===== src/psmaa_pkg.sv =====
// ----------------------------------------------------------------------------
// psmaa_pkg
// Shared types and constants of the per-sensor moving average alarm.
// ----------------------------------------------------------------------------
`default_nettype none

package psmaa_pkg;

	localparam int ID_W  = 16;
	localparam int SMP_W = 16;

	// item kinds on the input tuser bit
	localparam logic FUNC_LOAD = 1'b0;
	localparam logic FUNC_READ = 1'b1;

	// register index (paddr[2])
	localparam logic REG_MIN_TEMP = 1'b0;
	localparam logic REG_MAX_TEMP = 1'b1;

	localparam logic signed [7:0] MIN_TEMP_RST = 8'sd15;
	localparam logic signed [7:0] MAX_TEMP_RST = 8'sd25;

	typedef enum logic [1:0] {
		ST_NORMAL  = 2'd0,
		ST_HOT     = 2'd1,
		ST_COLD    = 2'd2,
		ST_UNKNOWN = 2'd3
	} status_t;

	// broadcast to every cell of the table
	typedef struct packed {
		logic                    load;   // shift the chain, new entry at cell 0
		logic                    read;   // reading for a nonzero id
		logic [ID_W-1:0]         id;
		logic signed [SMP_W-1:0] sample;
	} cell_ctrl_t;

endpackage

`default_nettype wire


===== src/psmaa_cell.sv =====
// ----------------------------------------------------------------------------
// psmaa_cell
// One table entry: sensor id, sample window and running window sum. Loads
// shift the whole chain by one cell; a matching reading updates this cell.
// ----------------------------------------------------------------------------
`default_nettype none

module psmaa_cell #(
	parameter int AVG_LEN = 5,
	parameter int SUM_W   = 19
) (
	input  logic                             clk,
	input  logic                             arst_n,
	input  psmaa_pkg::cell_ctrl_t            ctrl,
	input  logic                             prev_vld,
	input  logic                             prev_shd,
	input  logic [psmaa_pkg::ID_W-1:0]       prev_id,
	input  logic [AVG_LEN-1:0][psmaa_pkg::SMP_W-1:0] prev_win,
	input  logic [SUM_W-1:0]                 prev_sum,
	output logic                             fwd_vld,
	output logic                             fwd_shd,
	output logic [psmaa_pkg::ID_W-1:0]       fwd_id,
	output logic [AVG_LEN-1:0][psmaa_pkg::SMP_W-1:0] fwd_win,
	output logic [SUM_W-1:0]                 fwd_sum,
	output logic                             hit
);
	import psmaa_pkg::*;

	logic                         vld_q;
	logic                         shd_q;
	logic                         hit_q;
	logic [ID_W-1:0]              id_q;
	logic [AVG_LEN-1:0][SMP_W-1:0] win_q;
	logic signed [SUM_W-1:0]      sum_q;
	logic                         hit_now;
	logic signed [SUM_W-1:0]      sum_nxt;

	// shadowed entries are older copies of an id that was loaded again
	assign hit_now = vld_q && !shd_q && (id_q == ctrl.id);
	assign sum_nxt = sum_q + SUM_W'($signed(ctrl.sample))
		- SUM_W'($signed(win_q[AVG_LEN-1]));

	always_ff @(posedge clk or negedge arst_n) begin
		if (!arst_n) begin
			vld_q <= 1'b0;
			shd_q <= 1'b0;
			hit_q <= 1'b0;
		end else begin
			hit_q <= ctrl.read && hit_now;
			if (ctrl.load) begin
				vld_q <= prev_vld;
				shd_q <= prev_shd;
			end
		end
	end

	always_ff @(posedge clk) begin
		if (ctrl.load) begin
			id_q  <= prev_id;
			win_q <= prev_win;
			sum_q <= prev_sum;
		end else if (ctrl.read && hit_now) begin
			for (int k = AVG_LEN - 1; k > 0; k--) begin
				win_q[k] <= win_q[k-1];
			end
			win_q[0] <= ctrl.sample;
			sum_q    <= sum_nxt;
		end
	end

	assign fwd_vld = vld_q;
	assign fwd_shd = shd_q || (vld_q && (id_q == ctrl.id));
	assign fwd_id  = id_q;
	assign fwd_win = win_q;
	assign fwd_sum = sum_q;
	assign hit     = hit_q;

endmodule

`default_nettype wire


===== src/per_sensor_moving_average_alarm.sv =====
// ----------------------------------------------------------------------------
// per_sensor_moving_average_alarm
// Sensor table as a row of cells with per-sensor sample windows; readings
// give the floored window average and a hot / cold / normal / unknown status.
// ----------------------------------------------------------------------------
//  channel  dir  word                                   accepted when
//  s_*      in   tdata: probe_id, sample; tuser: func    s_tvalid & s_tready
//  m_*      out  tdata: sensor_tag, average; tuser: st   m_tvalid & m_tready
//  apb      in   min_temp @0x0, max_temp @0x4            psel & penable & pwrite
//
//  Loads and end markers leave no result and do not hold off the next item.
//  A reading passes the cell update, then the table readout and limit
//  compare; the next item may enter as the reciprocal multiply loads the
//  output register, which holds the result word.
//  Reset empties the table at once (valid bits in the cells).
//  A held output word stalls the multiply stage and with it s_tready.
// ----------------------------------------------------------------------------
`default_nettype none

module per_sensor_moving_average_alarm #(
	parameter int MAX_SENSORS = 16,
	parameter int AVG_LEN     = 5
) (
	input  logic        clk,
	input  logic        arst_n,
	// apb
	input  logic        psel,
	input  logic        penable,
	input  logic        pwrite,
	input  logic [2:0]  paddr,
	input  logic [31:0] pwdata,
	output logic [31:0] prdata,
	output logic        pready,
	// input stream
	input  logic        s_tvalid,
	output logic        s_tready,
	input  logic [31:0] s_tdata,   // [15:0] probe_id, [31:16] sample
	input  logic [0:0]  s_tuser,   // [0] func
	// result stream
	output logic        m_tvalid,
	input  logic        m_tready,
	output logic [31:0] m_tdata,   // [15:0] sensor_tag, [31:16] average
	output logic [1:0]  m_tuser    // [1:0] status
);
	import psmaa_pkg::*;

	localparam int SUM_W  = SMP_W + $clog2(AVG_LEN);
	localparam int LIM_W  = SUM_W + 1;
	localparam int CNT_W  = $clog2(MAX_SENSORS + 1);
	localparam int RL     = $clog2(AVG_LEN);
	localparam int SH     = SUM_W + RL;
	localparam int MUL_W  = SUM_W + 1;
	localparam int PROD_W = SUM_W + MUL_W;
	localparam longint unsigned RECIP_L = ((64'd1 << SH) / AVG_LEN) + 64'd1;
	localparam logic [MUL_W-1:0] RECIP   = MUL_W'(RECIP_L);
	localparam logic [SUM_W-1:0] SUM_OFS = SUM_W'(AVG_LEN * 32768);

	logic signed [7:0] min_temp_q;
	logic signed [7:0] max_temp_q;
	logic              cfg_wr;

	logic [CNT_W-1:0]  count_q;
	logic              full;
	logic              acc;
	logic              func;
	logic [ID_W-1:0]   in_id;
	logic [SMP_W-1:0]  in_sample;
	cell_ctrl_t        ctrl;

	logic signed [8:0]  lim_sum;
	logic [SMP_W-1:0]   mid;
	logic [SUM_W-1:0]   mid_sum;

	logic [MAX_SENSORS-1:0]                        fwd_vld;
	logic [MAX_SENSORS-1:0]                        fwd_shd;
	logic [MAX_SENSORS-1:0][ID_W-1:0]              fwd_id;
	logic [MAX_SENSORS-1:0][AVG_LEN-1:0][SMP_W-1:0] fwd_win;
	logic [MAX_SENSORS-1:0][SUM_W-1:0]             fwd_sum;
	logic [MAX_SENSORS-1:0]                        hits;

	// stage 1: table readout and limit compare
	logic              s1_v_q;
	logic [ID_W-1:0]   tag_s1;
	logic [SUM_W-1:0]  sel_sum;
	logic signed [LIM_W-1:0] sum_x;
	logic signed [LIM_W-1:0] hi_lim;
	logic signed [LIM_W-1:0] lo_lim;
	status_t           st_s1;

	// stage 2: reciprocal multiply into the output register
	logic              s2_v_q;
	logic [ID_W-1:0]   tag_s2;
	logic [SUM_W-1:0]  sum_s2;
	status_t           st_s2;
	logic              s2_adv;
	logic [SUM_W-1:0]  ofs_sum;
	logic [PROD_W-1:0] prod;
	logic [SMP_W-1:0]  quo;

	logic              out_v_q;
	logic [ID_W-1:0]   tag_q;
	status_t           st_q;
	logic [SMP_W-1:0]  avg_q;

	// ---------------- configuration ----------------
	assign pready = 1'b1;
	assign cfg_wr = psel && penable && pwrite && pready;

	always_ff @(posedge clk or negedge arst_n) begin
		if (!arst_n) begin
			min_temp_q <= MIN_TEMP_RST;
			max_temp_q <= MAX_TEMP_RST;
		end else if (cfg_wr) begin
			case (paddr[2])
				REG_MIN_TEMP: min_temp_q <= pwdata[7:0];
				REG_MAX_TEMP: max_temp_q <= pwdata[7:0];
				default: ;
			endcase
		end
	end

	always_comb begin
		case (paddr[2])
			REG_MIN_TEMP: prdata = {24'd0, min_temp_q};
			REG_MAX_TEMP: prdata = {24'd0, max_temp_q};
			default:      prdata = 32'd0;
		endcase
	end

	// ---------------- input side ----------------
	assign func      = s_tuser[0];
	assign in_id     = s_tdata[15:0];
	assign in_sample = s_tdata[31:16];
	assign acc       = s_tvalid && s_tready;
	assign full      = (count_q == CNT_W'(MAX_SENSORS));

	assign ctrl.load   = acc && (func == FUNC_LOAD) && !full;
	assign ctrl.read   = acc && (func == FUNC_READ) && (in_id != '0);
	assign ctrl.id     = in_id;
	assign ctrl.sample = in_sample;

	always_ff @(posedge clk or negedge arst_n) begin
		if (!arst_n) begin
			count_q <= '0;
		end else if (ctrl.load) begin
			count_q <= count_q + CNT_W'(1);
		end
	end

	// midpoint of the limits in Q8.8: (min + max) * 128
	assign lim_sum = 9'(min_temp_q) + 9'(max_temp_q);
	assign mid     = {lim_sum[8:0], 7'd0};
	assign mid_sum = SUM_W'($signed(mid)) * SUM_W'(AVG_LEN);

	// ---------------- cell chain ----------------
	for (genvar i = 0; i < MAX_SENSORS; i++) begin : g_cell
		if (i == 0) begin : g_head
			psmaa_cell #(
				.AVG_LEN (AVG_LEN),
				.SUM_W   (SUM_W)
			) u_cell (
				.clk      (clk),
				.arst_n   (arst_n),
				.ctrl     (ctrl),
				.prev_vld (1'b1),
				.prev_shd (1'b0),
				.prev_id  (in_id),
				.prev_win ({AVG_LEN{mid}}),
				.prev_sum (mid_sum),
				.fwd_vld  (fwd_vld[i]),
				.fwd_shd  (fwd_shd[i]),
				.fwd_id   (fwd_id[i]),
				.fwd_win  (fwd_win[i]),
				.fwd_sum  (fwd_sum[i]),
				.hit      (hits[i])
			);
		end else begin : g_body
			psmaa_cell #(
				.AVG_LEN (AVG_LEN),
				.SUM_W   (SUM_W)
			) u_cell (
				.clk      (clk),
				.arst_n   (arst_n),
				.ctrl     (ctrl),
				.prev_vld (fwd_vld[i-1]),
				.prev_shd (fwd_shd[i-1]),
				.prev_id  (fwd_id[i-1]),
				.prev_win (fwd_win[i-1]),
				.prev_sum (fwd_sum[i-1]),
				.fwd_vld  (fwd_vld[i]),
				.fwd_shd  (fwd_shd[i]),
				.fwd_id   (fwd_id[i]),
				.fwd_win  (fwd_win[i]),
				.fwd_sum  (fwd_sum[i]),
				.hit      (hits[i])
			);
		end
	end

	// ---------------- stage 1 ----------------
	// at most one cell hits, so the readout is a plain OR
	always_comb begin
		sel_sum = '0;
		for (int i = 0; i < MAX_SENSORS; i++) begin
			sel_sum = sel_sum | (hits[i] ? fwd_sum[i] : '0);
		end
	end

	assign sum_x  = LIM_W'($signed(sel_sum));
	assign hi_lim = (LIM_W'(max_temp_q) * LIM_W'(AVG_LEN)) <<< 8;
	assign lo_lim = (LIM_W'(min_temp_q) * LIM_W'(AVG_LEN)) <<< 8;

	always_comb begin
		if (hits == '0) begin
			st_s1 = ST_UNKNOWN;
		end else if (sum_x > hi_lim) begin
			st_s1 = ST_HOT;
		end else if (sum_x < lo_lim) begin
			st_s1 = ST_COLD;
		end else begin
			st_s1 = ST_NORMAL;
		end
	end

	assign s2_adv   = s2_v_q && (!out_v_q || m_tready);
	assign s_tready = !s1_v_q && (!s2_v_q || s2_adv);

	always_ff @(posedge clk or negedge arst_n) begin
		if (!arst_n) begin
			s1_v_q  <= 1'b0;
			s2_v_q  <= 1'b0;
			out_v_q <= 1'b0;
		end else begin
			s1_v_q <= ctrl.read;
			// s2 is always free when s1 holds a word
			s2_v_q <= s1_v_q || (s2_v_q && !s2_adv);
			if (s2_adv) begin
				out_v_q <= 1'b1;
			end else if (m_tready) begin
				out_v_q <= 1'b0;
			end
		end
	end

	always_ff @(posedge clk) begin
		if (ctrl.read) begin
			tag_s1 <= in_id;
		end
		if (s1_v_q) begin
			tag_s2 <= tag_s1;
			sum_s2 <= sel_sum;
			st_s2  <= st_s1;
		end
	end

	// ---------------- stage 2 ----------------
	// floor(sum / AVG_LEN): offset to unsigned, multiply by the reciprocal,
	// then remove the offset by flipping the quotient's top bit
	assign ofs_sum = sum_s2 + SUM_OFS;
	assign prod    = PROD_W'(ofs_sum) * PROD_W'(RECIP);
	assign quo     = prod[SH +: SMP_W];

	always_ff @(posedge clk) begin
		if (s2_adv) begin
			tag_q <= tag_s2;
			st_q  <= st_s2;
			avg_q <= (st_s2 == ST_UNKNOWN) ? '0 : {~quo[SMP_W-1], quo[SMP_W-2:0]};
		end
	end

	assign m_tvalid = out_v_q;
	assign m_tdata  = {avg_q, tag_q};
	assign m_tuser  = st_q;

endmodule

`default_nettype wire


===== config.mk =====
export PLATFORM = sky130hd
export DESIGN_NAME = per_sensor_moving_average_alarm
export DESIGN_NICKNAME = d
export VERILOG_FILES = /design/src/psmaa_pkg.sv /design/src/psmaa_cell.sv /design/src/per_sensor_moving_average_alarm.sv
export SDC_FILE = /design/constraint.sdc
export NUM_CORES = 2
export LEC_CHECK = 0
export ABC_AREA = 1
export BUFFER_PORTS_ARGS = -buffer_cell sky130_fd_sc_hd__buf_2
export CAP_MARGIN = 20
export CORE_UTILIZATION = 30
export DETAILED_ROUTE_END_ITERATION = 10
export MAX_ROUTING_LAYER = met4
export SLEW_MARGIN = 20
export SYNTH_ARGS = -nofsm -noshare
export SYNTH_HDL_FRONTEND = slang
export SYNTH_SLANG_ARGS = --single-unit

===== constraint.sdc =====
create_clock -name clk -period 12 [get_ports clk]
set_input_delay 2.4 -clock clk [delete_from_list [all_inputs] [get_ports clk]]
set_output_delay 2.4 -clock clk [all_outputs]
set_load 0.02 [all_outputs]

==> results.cfg <==
[floorplan]
core_sq_um = 380000
die_y_microns = 621
die_w_microns = 621
row_count = 226
initial_core_util = 0.302
num_io_pins = 144
dieArea_sq_um = 385000

[global_routing]
grt_use_met1 = 0.221
grt_pass1_vias = 78100
grt_max_degree = 249
antenna_found_initial = 14
grt_pass1_wl_mm = 479
grt.met2_usage = 0.271
use_met3 = 0.0186
grtUsageTotal = 0.168
grt-ovfl-total = 0
grt_most_used_layer = met2

[setup_path]
cp-end-kind = flip-flop
cp_max_fo = 61
cp.arrival_ns = 6.52
crit_required_ns = 12.48
start_kind = primary input
critPathKind = primary input to flip-flop

[logic_synthesis]
synth.largest_area_cell = edfxtp_1
avgSynthCellArea_sq_um = 9.58
synth_flop_cell = edfxtp_1
synthArstFlopShare = 0.0355
synth_seq_cells = 1998
synth_edf_count = 1885
netlist_top_cells_area = edfxtp_1 49%, nand2_1 8.9%, o21ai_0 6.8%
synth_cell_types = 62
syn_area_sq_um = 115000
synthCells = 12000
ys.warnings.count = 0
synthMostInstantiatedCell = nand2_1
synth_top_area_share = 0.493
synthTopCellsByCount = 2739 x nand2_1, 2089 x inv_1, 1885 x edfxtp_1
ys_seq_area_frac = 0.515

[power_and_ir_drop]
vdd_ir_drop_max_v = 0.000133
power.net_switching_mw = 7.92
pwr-share-comb = 0.312
p_leak_nw = 53.7
p_sw_frac = 0.348
cell_internal_pwr_mw = 14.9
share_seq_of_total_power = 0.391
clockPowerShare = 0.297
p_per_area_nw_per_um2 = 178

[timing]
finalSetupTns_ns = 0
slew_headroom = 0.172
fin_crit_ns = 6.04
skew_ns = 0.0604
fin_ws_ns = 5.96
fmax_mhz = 166
setup_viol_count_final = 0
fin_crit_sh = 0.503
hold_violations = 0
rsz0062_at_grt = false
slew_viol_final = 0
worstMarginPinSlew_ns = 1.23

[route]
detail_route.wl_per_cell_microns = 18.6
vias = 79800
postRouteAntennaNets = 0
dr.pass1.iters = 7
dr.first_iter.drc_count = 6832
route.detailed.drc = 0
drt_wl_total_mm = 320
routed_via_density = 4.64

[run_status]
status = completed

[clock_network]
path_clk_slew_ns = 0.06
numCtsBuffers = 212
cts_hold_buf = 0
cts_buffer_depth = 3
cts_tree = built
h-tree-depth = 4
cts_setup_buffers = 0
cts-resized-gates = 0
clkLatencyLatePin_ns = 0.88
cts_sinks = 1998
clockRootBuffer = clkbuf_16

[placed_design]
gp_congestion = 0.997
io_buffers = 92
hpwl_mm = 238
pre_cts_ws_ns = 5.13
post_dp_cell_area_sq_um = 121000
dpl.cell_count = 16800

[flow_run]
drv_cap = 0

[finish]
fin_util = 0.337
fin_cells = 17200
final_net_count = 13000
postLayoutCellArea_sq_um = 128000
syn2layout_area_growth_pct = 11.3
drive_gt1_frac = 0.0536

[hold_path]
hold_class = flip-flop to flip-flop
-- worst paths after layout --
path,startpoint,endpoint,slack [ns],cells past startpoint
setup / recovery,s_tdata[7],g_cell[14].g_body.u_cell.fwd_win[18],5.96,8
hold / removal,tag_s2[11],tag_q[11],0.41,0
setup reg to reg,sum_s2[15],avg_q[3],6.07,23
hold reg to reg,tag_s2[11],tag_q[11],0.41,0
max in group asynchronous,arst_n,g_cell[2].g_body.u_cell.fwd_vld,9.94,2
min in group asynchronous,arst_n,max_temp_q[5],1.44,1
-- critical path, stage by stage --
cell and delay, ns:
buf_2 0.38, clkinv_1 0.74, a22o_1 0.40, nor4_1 0.48, nand4_1 0.38, o21ai_4 0.23
buf_4 0.52, buf_4 0.81
-- metrics by stage --
stage | total power, mW | hold WS (ns)
final | 22.8 | 0.413
after CTS | 22.9 | 0.418
after detailed placement | 16.1 | 0.405
after global routing | 24.1 | 0.424
after global placement | 16.0 | 0.400
after floorplan | 14.1 | 0.400
-- routing by layer --
| layer | share of wire | vias to the layer above |
|---|---|---|
| met5 | 0 | - |
| met4 | 0.034 | 0 |
| met3 | 0.051 | 512 |
| met2 | 0.47 | 2145 |
| met1 | 0.45 | 37400 |
| li1 | - | 39700 |
-- sequential cells by signal, summed over array words and instances (netlist names), 19 cells and up --
register / cells
g_cell.g_head.u_cell.fwd_win: 80
sum_s2: 19
g_cell.g_body.u_cell.fwd_win: 1200
g_cell.g_body.u_cell.fwd_id: 240
g_cell.g_head.u_cell.fwd_sum: 19
g_cell.g_body.u_cell.fwd_sum: 285
-- power groups by stage --
stage / sequential, mW / clock (mW) / combinational [mW]
6_report: 8.90 / 6.76 / 7.11
3_5_place_dp: 9.05 / 0 / 7.03
3_3_place_gp: 9.04 / 0 / 6.99
5_1_grt: 8.96 / 7.13 / 8.06
2_1_floorplan: 8.98 / 0 / 5.14
4_1_cts: 8.91 / 6.89 / 7.08
-- cell type report --
class	instances	area [sq um]
repair buffers	198	1400
flip-flops and latches	1998	59200
diodes	5	12.5
inverters	2103	7910
clock inverters	122	1330
well taps	5016	6280
clock buffers	274	5840
fillers	38900	252000
multi-input cells	7482	45900
-- cells in the final DEF (no fill, tap or decap), types with 34 or more instances in the layout --
cell	synthesis	routed
clkbuf_16	0	220
xnor2_1	133	132
clkinv_1	5	38
inv_1	2089	2087
nand2_1	2739	2739
buf_2	180	91
dfrtp_1	64	63
nor3_1	92	92
fa_1	391	391
nor2_1	455	454
o21ai_0	1567	1554
dfxtp_1	42	42
xor2_1	179	179
ha_1	527	527
nor4_1	49	49
buf_4	43	95
nand3_1	265	265
a21o_1	55	55
edfxtp_1	1885	1885
o21bai_1	55	55
nand4_1	76	76
clkinv_2	0	34
or2_2	75	74
clkbuf_1	202	41
a21oi_1	443	442
o22ai_1	113	113
-- logic make-up after synthesis --
group,after synthesis,share of synthesized area
AND/OR/NAND/NOR,3785,0.133
other,2,0.0000654
XOR/XNOR,312,0.0238
buffers and inverters,2541,0.0871
adder cells (fa/ha/maj),918,0.126
flip-flops,1998,0.515
AO/OA/AOI/OAI,2442,0.115
Power figures use the tool's default switching activity.
